### src/design/frcv_pkg.sv
// ----------------------------------------------------------------------------
// Frame receiver package
// Shared constants, request codes and payload types for the checksummed
// frame receiver.
// ----------------------------------------------------------------------------
package frcv_pkg;

	// Result store geometry.
	localparam int RESULT_DEPTH = 64;
	localparam int ADDR_W       = (RESULT_DEPTH > 1) ? $clog2(RESULT_DEPTH) : 1;
	localparam int CNT_W        = $clog2(RESULT_DEPTH + 1);

	// Fixed field widths of the channels.
	localparam int IDX_W   = 6;
	localparam int SCNT_W  = 7;
	localparam int WORD_W  = 32;
	localparam int CMP_W   = (CNT_W > IDX_W) ? CNT_W : IDX_W;

	// Header bytes.
	localparam logic [7:0] HDR_PLAIN = 8'hFF;
	localparam logic [7:0] HDR_ACK   = 8'h43;

	// Frame position codes.
	localparam logic [2:0] POS_IDLE      = 3'd0;
	localparam logic [2:0] POS_FIRST     = 3'd1;
	localparam logic [2:0] POS_LAST_DATA = 3'd4;

	// Request codes.
	typedef enum logic [1:0] {
		REQ_BYTE    = 2'd0,
		REQ_RESTART = 2'd1,
		REQ_READ    = 2'd2,
		REQ_CLR_ACK = 2'd3
	} req_t;

	// Input transaction payload.
	typedef struct packed {
		req_t               req_type;
		logic [7:0]         rx_byte;
		logic [IDX_W-1:0]   read_index;
	} in_t;

	// Output transaction payload.
	typedef struct packed {
		logic               frame_done;
		logic [WORD_W-1:0]  frame_value;
		logic               checksum_error;
		logic [SCNT_W-1:0]  stored_count;
		logic               ack_seen;
		logic [WORD_W-1:0]  read_value;
		logic               read_valid;
	} out_t;

endpackage

### src/design/frcv_in_if.sv
// ----------------------------------------------------------------------------
// Request channel interface
// Valid/ready channel that carries one request per transaction.
// ----------------------------------------------------------------------------
interface frcv_in_if;
	import frcv_pkg::*;

	logic valid;
	logic ready;
	in_t  data;

	modport source (output valid, output data, input ready);
	modport sink   (input valid, input data, output ready);
endinterface

### src/design/frcv_out_if.sv
// ----------------------------------------------------------------------------
// Result channel interface
// Valid/ready channel that carries one result per transaction.
// ----------------------------------------------------------------------------
interface frcv_out_if;
	import frcv_pkg::*;

	logic valid;
	logic ready;
	out_t data;

	modport source (output valid, output data, input ready);
	modport sink   (input valid, input data, output ready);
endinterface

### src/design/checksummed_frame_receiver_top.sv
// ----------------------------------------------------------------------------
// Checksummed frame receiver
// Assembles checksummed count frames from a byte stream and keeps the good
// counts in a result store that can be read back by index.
// ----------------------------------------------------------------------------
//
//  Channel | Direction | Handshake     | Payload
//  --------+-----------+---------------+-------------------------------------
//  req     | in        | valid / ready | req_type, rx_byte, read_index
//  rsp     | out       | valid / ready | frame_done, frame_value,
//          |           |               | checksum_error, stored_count,
//          |           |               | ack_seen, read_value, read_valid
//
//  Every request yields exactly one result, through stage one and the
//  output register. A new request is accepted every cycle as long as
//  results are taken. Frame state and the store write are resolved in
//  the acceptance cycle; the registered store read data lands in stage one.
//  A stalled result waits in the output register while stage one still
//  fills, so ready drops only when both are occupied.
//  Reset clears the frame state, the count and the acknowledge flag; the
//  store contents are not cleared and need no clearing pass.
// ----------------------------------------------------------------------------
module checksummed_frame_receiver_top (
	input  logic            clk,
	input  logic            arst_n,
	frcv_in_if.sink         req,
	frcv_out_if.source      rsp
);
	import frcv_pkg::*;

	// Frame and count state.
	logic [2:0]        pos_q, pos_d;
	logic              hdr_ack_q, hdr_ack_d;
	logic [WORD_W-1:0] shift_q, shift_d;
	logic [7:0]        sum_q, sum_d;
	logic [CNT_W-1:0]  count_q, count_d;
	logic              ack_q, ack_d;

	// Per-transaction results computed at acceptance.
	logic              done_c;
	logic [WORD_W-1:0] value_c;
	logic              err_c;
	logic              rd_hit_c;
	logic              we_c;

	// Pipeline registers.
	logic              valid_s1;
	logic              done_s1;
	logic [WORD_W-1:0] value_s1;
	logic              err_s1;
	logic [SCNT_W-1:0] scnt_s1;
	logic              ack_s1;
	logic              rd_s1;
	logic [WORD_W-1:0] ram_rdata;
	logic              out_valid_q;
	out_t              out_q;

	logic accept;
	logic s1_adv;

	assign s1_adv    = valid_s1 && (!out_valid_q || rsp.ready);
	assign req.ready = !valid_s1 || s1_adv;
	assign accept    = req.valid && req.ready;

	// Next-state logic for one request.
	always_comb begin
		pos_d     = pos_q;
		hdr_ack_d = hdr_ack_q;
		shift_d   = shift_q;
		sum_d     = sum_q;
		count_d   = count_q;
		ack_d     = ack_q;
		done_c    = 1'b0;
		value_c   = '0;
		err_c     = 1'b0;
		rd_hit_c  = 1'b0;
		we_c      = 1'b0;
		unique case (req.data.req_type)
			REQ_BYTE: begin
				if (pos_q == POS_IDLE) begin
					if (req.data.rx_byte == HDR_PLAIN || req.data.rx_byte == HDR_ACK) begin
						hdr_ack_d = (req.data.rx_byte == HDR_ACK);
						shift_d   = '0;
						sum_d     = '0;
						pos_d     = POS_FIRST;
					end
				end else begin
					if (hdr_ack_q) begin
						ack_d = 1'b1;
					end
					if (pos_q <= POS_LAST_DATA) begin
						shift_d = {shift_q[WORD_W-9:0], req.data.rx_byte};
						sum_d   = sum_q + req.data.rx_byte;
						pos_d   = pos_q + 3'd1;
					end else begin
						// Checksum byte closes the frame.
						if (req.data.rx_byte == sum_q) begin
							done_c  = 1'b1;
							value_c = shift_q;
							if (count_q < CNT_W'(RESULT_DEPTH)) begin
								we_c    = 1'b1;
								count_d = count_q + CNT_W'(1);
							end
						end else begin
							err_c = 1'b1;
						end
						pos_d = POS_IDLE;
					end
				end
			end
			REQ_RESTART: begin
				pos_d   = POS_IDLE;
				count_d = '0;
			end
			REQ_READ: begin
				rd_hit_c = CMP_W'(req.data.read_index) < CMP_W'(count_q);
			end
			REQ_CLR_ACK: begin
				ack_d = 1'b0;
			end
			default: begin
				ack_d = ack_q;
			end
		endcase
	end

	// State registers.
	always_ff @(posedge clk or negedge arst_n) begin
		if (!arst_n) begin
			pos_q     <= POS_IDLE;
			hdr_ack_q <= 1'b0;
			shift_q   <= '0;
			sum_q     <= '0;
			count_q   <= '0;
			ack_q     <= 1'b0;
		end else if (accept) begin
			pos_q     <= pos_d;
			hdr_ack_q <= hdr_ack_d;
			shift_q   <= shift_d;
			sum_q     <= sum_d;
			count_q   <= count_d;
			ack_q     <= ack_d;
		end
	end

	// Result store; the read issued at acceptance lands in stage one.
	frcv_ram #(
		.WIDTH (WORD_W),
		.DEPTH (RESULT_DEPTH)
	) u_store (
		.clk   (clk),
		.we    (accept && we_c),
		.waddr (ADDR_W'(count_q)),
		.wdata (shift_q),
		.re    (accept),
		.raddr (ADDR_W'(req.data.read_index)),
		.rdata (ram_rdata)
	);

	// Stage one: request results beside the store read data.
	always_ff @(posedge clk or negedge arst_n) begin
		if (!arst_n) begin
			valid_s1 <= 1'b0;
		end else if (accept) begin
			valid_s1 <= 1'b1;
		end else if (s1_adv) begin
			valid_s1 <= 1'b0;
		end
	end

	always_ff @(posedge clk) begin
		if (accept) begin
			done_s1  <= done_c;
			value_s1 <= value_c;
			err_s1   <= err_c;
			scnt_s1  <= SCNT_W'(count_d);
			ack_s1   <= ack_d;
			rd_s1    <= rd_hit_c;
		end
	end

	// Output register.
	always_ff @(posedge clk or negedge arst_n) begin
		if (!arst_n) begin
			out_valid_q <= 1'b0;
		end else if (s1_adv) begin
			out_valid_q <= 1'b1;
		end else if (rsp.ready) begin
			out_valid_q <= 1'b0;
		end
	end

	always_ff @(posedge clk) begin
		if (s1_adv) begin
			out_q.frame_done     <= done_s1;
			out_q.frame_value    <= value_s1;
			out_q.checksum_error <= err_s1;
			out_q.stored_count   <= scnt_s1;
			out_q.ack_seen       <= ack_s1;
			out_q.read_value     <= rd_s1 ? ram_rdata : '0;
			out_q.read_valid     <= rd_s1;
		end
	end

	assign rsp.valid = out_valid_q;
	assign rsp.data  = out_q;

endmodule

### src/design/frcv_ram.sv
// ----------------------------------------------------------------------------
// Generic RAM
// One write port and one read port with registered read data.
// ----------------------------------------------------------------------------
module frcv_ram #(
	parameter int WIDTH = 32,
	parameter int DEPTH = 64
) (
	input  logic                                   clk,
	input  logic                                   we,
	input  logic [((DEPTH > 1) ? $clog2(DEPTH) : 1)-1:0] waddr,
	input  logic [WIDTH-1:0]                       wdata,
	input  logic                                   re,
	input  logic [((DEPTH > 1) ? $clog2(DEPTH) : 1)-1:0] raddr,
	output logic [WIDTH-1:0]                       rdata
);

	logic [WIDTH-1:0] mem [DEPTH];

	// Write port and registered read port; read data holds when not enabled.
	always_ff @(posedge clk) begin
		if (we) begin
			mem[waddr] <= wdata;
		end
		if (re) begin
			rdata <= mem[raddr];
		end
	end

endmodule

### src/flat_wrapper.sv
// flat-port wrapper written by rule: the top's interface ports become plain ports
module checksummed_frame_receiver_top_flat import frcv_pkg::*;
  (clk, arst_n, req_valid, req_data, req_ready, rsp_valid, rsp_data, rsp_ready);
  frcv_in_if req_i ();
  frcv_out_if rsp_i ();
  input  logic clk;
  input  logic arst_n;
  input wire logic [$bits(req_i.valid)-1:0] req_valid;
  input wire logic [$bits(req_i.data)-1:0] req_data;
  output wire logic [$bits(req_i.ready)-1:0] req_ready;
  output wire logic [$bits(rsp_i.valid)-1:0] rsp_valid;
  output wire logic [$bits(rsp_i.data)-1:0] rsp_data;
  input wire logic [$bits(rsp_i.ready)-1:0] rsp_ready;
  assign req_i.valid = req_valid;
  assign req_i.data = req_data;
  assign req_ready = req_i.ready;
  assign rsp_valid = rsp_i.valid;
  assign rsp_data = rsp_i.data;
  assign rsp_i.ready = rsp_ready;
  checksummed_frame_receiver_top u_core (.clk(clk), .arst_n(arst_n), .req(req_i), .rsp(rsp_i));
endmodule
### config.mk
export PLATFORM = sky130hd
export DESIGN_NAME = checksummed_frame_receiver_top_flat
export DESIGN_NICKNAME = d
export VERILOG_FILES = /design/src/design/frcv_pkg.sv /design/src/design/frcv_in_if.sv /design/src/design/frcv_out_if.sv /design/src/design/checksummed_frame_receiver_top.sv /design/src/design/frcv_ram.sv /design/src/flat_wrapper.sv
export SDC_FILE = /design/constraint.sdc
export NUM_CORES = 2
export LEC_CHECK = 0
export BUFFER_PORTS_ARGS = -buffer_cell sky130_fd_sc_hd__buf_2
export CAP_MARGIN = 40
export CORE_ASPECT_RATIO = 0.8
export CORE_MARGIN = 5
export CORE_UTILIZATION = 61
export DETAILED_ROUTE_END_ITERATION = 10
export MAX_ROUTING_LAYER = met4
export PLACE_DENSITY = 0.78
export REMOVE_ABC_BUFFERS = 1
export SKIP_CTS_REPAIR_TIMING = 1
export SLEW_MARGIN = 5
export SYNTH_ARGS = -nofsm -noshare
export SYNTH_HDL_FRONTEND = slang
export SYNTH_SLANG_ARGS = --single-unit
### constraint.sdc
create_clock -name clk -period 17.2 [get_ports clk]
set_input_delay 0.86 -clock clk [delete_from_list [all_inputs] [get_ports clk]]
set_output_delay 0.86 -clock clk [all_outputs]
set_load 0.05 [all_outputs]
==> results_dict.tcl <==
set metrics [dict create \
    cell_internal_pwr_w 0.009299 \
    min_period_ps 5204 \
    synthesis.instances 3765 \
    clk_pin_slew_ps 70 \
    drc_errors 0 \
    synthDominantCellAreaShare_pct 77.25 \
    fin_skew_ps 35.85 \
    yosys_register_bits 2252 \
    post-place-ws_ps 11020 \
    synth_area_leaders "edfxtp_1 (77%), mux4_2 (14%), dfrtp_1 (1.6%)" \
    dp_hpwl_um 130300 \
    drtIter0Drc 7804 \
    via_count 43205 \
    clock-root-buffer "clkbuf_16" \
    grt.met1_usage_pct 43.46 \
    grt_pass1_wl_um 322600 \
    clk_latency_ps 840 \
    clockBufferDepth 3 \
    drv_slew 0 \
    start_kind "input pin" \
    p_sw_w 0.003176 \
    start_util_pct 61.57 \
    power_leakage_nw 30.85 \
    setup_viol 0 \
    busiest_layer "met2" \
    synth_area_per_cell_um2 22.69 \
    yosys_warnings 0 \
    fin_crit_sh_pct 30.26 \
    die_y_um 344.7 \
    drt-total-wl_um 227700 \
    post_drt_wl_per_cell_um 37.52 \
    viasPerCell 7.119 \
    port-buffer-count 96 \
    ys.flop_type "edfxtp_1" \
    power_frac_clock_pct 34.2 \
    rows 122 \
    hold_viol 0 \
    critPathKind "in -> reg" \
    setup_slack_ps 12000 \
    rsz0062_at_grt "no" \
    grt-ovfl-total 0 \
    slew_headroom_pct 28.35 \
    grt_pass1_vias 42187 \
    synth.most_common_cell "edfxtp_1" \
    fill_cells 7882 \
    seq_power_share_pct 55.8 \
    cts.sinks 2252 \
    die_w_um 428.4 \
    status "completed" \
    grt_util_all_layers_pct 32.15 \
    maxCapViolations 0 \
    slowest_delay_ps 780 \
    worstPathMaxFanout 48 \
    finalPower_w 0.01247 \
    coreArea_um2 138800 \
    switching_share_pct 25.46 \
    drive_gt1_share_pct 27.59 \
    path_cells "buf_8 > buf_4 > buf_4 > buf_4 > buf_4 > mux4_2 > mux2i_1 > o22ai_1 > or4_1" \
    ys_seq_area_share_pct 78.83 \
    power_density_nw_per_um2 129.9 \
    cts_max_level 4 \
    die-area_um2 147700 \
    peakVddDrop_uv 142.3 \
    hold_class "in -> async" \
    nets 4077 \
    p_comb_share_pct 9.9 \
    syn_to_final_growth_pct 12.39 \
    critPathSlowestCell "buf_4" \
    place.gp.congestion 0.9416 \
    ant_nets 0 \
    grt_use_met3_pct 9.052 \
    firstDrtPassIters 5 \
    numCtsBuffers 197 \
    synth_cell_types 53 \
    endpoint_kind "flop" \
    ioPinCount 97 \
    cts_tree "yes" \
    ys_top_cells_by_count "edfxtp_1 (2198), mux4_2 (513), mux2i_1 (123), clkbuf_1 (95), nor2_1 (87)" \
    synth_area_um2 85440 \
    cp_data_required_time_ps 17780 \
    setup_tns_ps 0 \
    grt_antenna_before_repair 16 \
    yosysTopAreaCell "edfxtp_1" \
    worstMarginPinSlew_ps 1075 \
    grt_start_max_net_pins 109 \
    max_freq_mhz 192.2 \
    path_common_cell "buf_4" \
    synth-edff-count 2198 \
    grtUsageMet2_pct 47.64 \
    synthArstFlopShare_pct 2.398 \
    crit_arrival_ps 5780 \
]
worst max-delay path, delay by kind of cell:
family,cells,cell delay [ps]
mux,2,770
simple gates,1,550
buf+inv,5,3310
compound gates,1,170
logic make-up (layout without fill, tap and decap cells):
family	after synthesis	in the layout	share of synthesized area, %
buffers and inverters	216	648	1.142
other	0	12	0
AND/OR/NAND/NOR	311	311	1.857
flip-flops	2252	2252	78.83
adder cells (fa/ha/maj)	19	19	0.2870
AO/OA/AOI/OAI	322	322	2.812
XOR/XNOR	5	5	0.05125
multiplexers	640	640	15.02
final cells by class:
class	count	area, um^2	share of cell area, %
Multi-Input combinational cell	1297	17650	18.38
Tap cell	1860	2327	2.424
Clock buffer	258	5296	5.516
Sequential cell	2252	67410	70.20
Clock inverter	100	807.0	0.8404
Inverter	21	81.33	0.08469
Timing Repair Buffer	269	2425	2.525
Antenna cell	12	30.03	0.03127
sequential cells by signal, summed over array words and instances, names as in the netlist:
| signal | count |
|---|---|
| u_core.u_store.mem | 2048 |
| u_core.rsp.data | 75 |
| u_core.shift_q | 32 |
| u_core.u_store.rdata | 32 |
| u_core.value_s1 | 32 |
| u_core.sum_q | 8 |
| u_core.count_q | 7 |
| u_core.scnt_s1 | 7 |
| u_core.pos_q | 3 |
| u_core.ack_q | 1 |
| u_core.ack_s1 | 1 |
| u_core.done_s1 | 1 |
| u_core.err_s1 | 1 |
| u_core.hdr_ack_q | 1 |
| u_core.rd_s1 | 1 |
| u_core.rsp.valid | 1 |
| u_core.valid_s1 | 1 |
power groups by stage:
stage               Sequential (W)  Clock (W)  Combinational [W]
floorplan                  0.00717          0           0.000310
finish                     0.00697    0.00427            0.00124
CTS                        0.00696    0.00430            0.00121
detailed placement         0.00707          0            0.00120
global route               0.00697    0.00455            0.00128
global placement           0.00712          0            0.00107
routing by layer:
metal | up-vias | wire length (um)
met1 | 22534 | 78870
met4 | 0 | 10240
li1 | 16558 | -
met3 | 502 | 31790
met5 | - | 0
met2 | 3611 | 106800
path summary, 6_finish.rpt:
| check | from | endpoint | slack, ps | depth (start not counted) |
|---|---|---|---|---|
| worst max-delay path | req_data[0] | u_core.u_store.rdata[21]$_DFFE_PP_ | 12000 | 9 |
| worst min-delay path | arst_n | u_core.sum_q[4]$_DFFE_PN0P_ | 170 | 2 |
| max in group asynchronous | arst_n | u_core.shift_q[0]$_DFFE_PN0P_ | 16450 | 2 |
| min in group clk | req_valid | u_core.valid_s1$_DFFE_PN0P_ | 300 | 2 |
| worst min register to register | u_core.value_s1[22]$_SDFFCE_PP0P_ | u_core.rsp.data[64]$_DFFE_PP_ | 410 | 0 |
| worst max register to register | u_core.sum_q[5]$_DFFE_PN0P_ | u_core.u_store.mem[46][1]$_DFFE_PP_ | 12460 | 9 |
per-stage QoR:
step           utilization [%]  hold slack, ps  instances  area [um^2]
6_report                 69.21           174.6       6069        96030
5_1_grt                  69.20           224.6       6066        96020
4_1_cts                  69.17           144.9       6053        95970
3_5_place_dp             64.77           404.5       5695        89870
3_3_place_gp             64.06           403.5       5645        88880
2_1_floorplan                -           400.3       3570        84540
layout by cell type (no fill, tap or decap), drive strengths merged, types with 5 or more instances in the layout:
| cell | netlist | routed |
|---|---|---|
| ha | 18 | 18 |
| dfrtp | 54 | 54 |
| a211oi | 8 | 8 |
| nand2b | 14 | 14 |
| a21o | 5 | 5 |
| edfxtp | 2198 | 2198 |
| a22o | 73 | 73 |
| inv | 18 | 26 |
| nand3 | 24 | 24 |
| o221ai | 30 | 30 |
| nor4 | 5 | 5 |
| a31oi | 5 | 5 |
| and3 | 7 | 7 |
| nand2 | 41 | 41 |
| nor2b | 16 | 16 |
| buf | 100 | 268 |
| mux2i | 123 | 123 |
| diode | 0 | 12 |
| clkbuf | 95 | 259 |
| o22ai | 43 | 43 |
| a22oi | 18 | 18 |
| a211o | 5 | 5 |
| a21oi | 49 | 49 |
| nor3 | 24 | 24 |
| o21ai | 19 | 19 |
| nor2 | 87 | 87 |
| mux4 | 513 | 513 |
| and2 | 68 | 68 |
| bufinv | 0 | 11 |
| nand3b | 5 | 5 |
| clkinv | 3 | 81 |
| a221oi | 55 | 55 |
No activity file was read; power rests on OpenSTA's default activity.
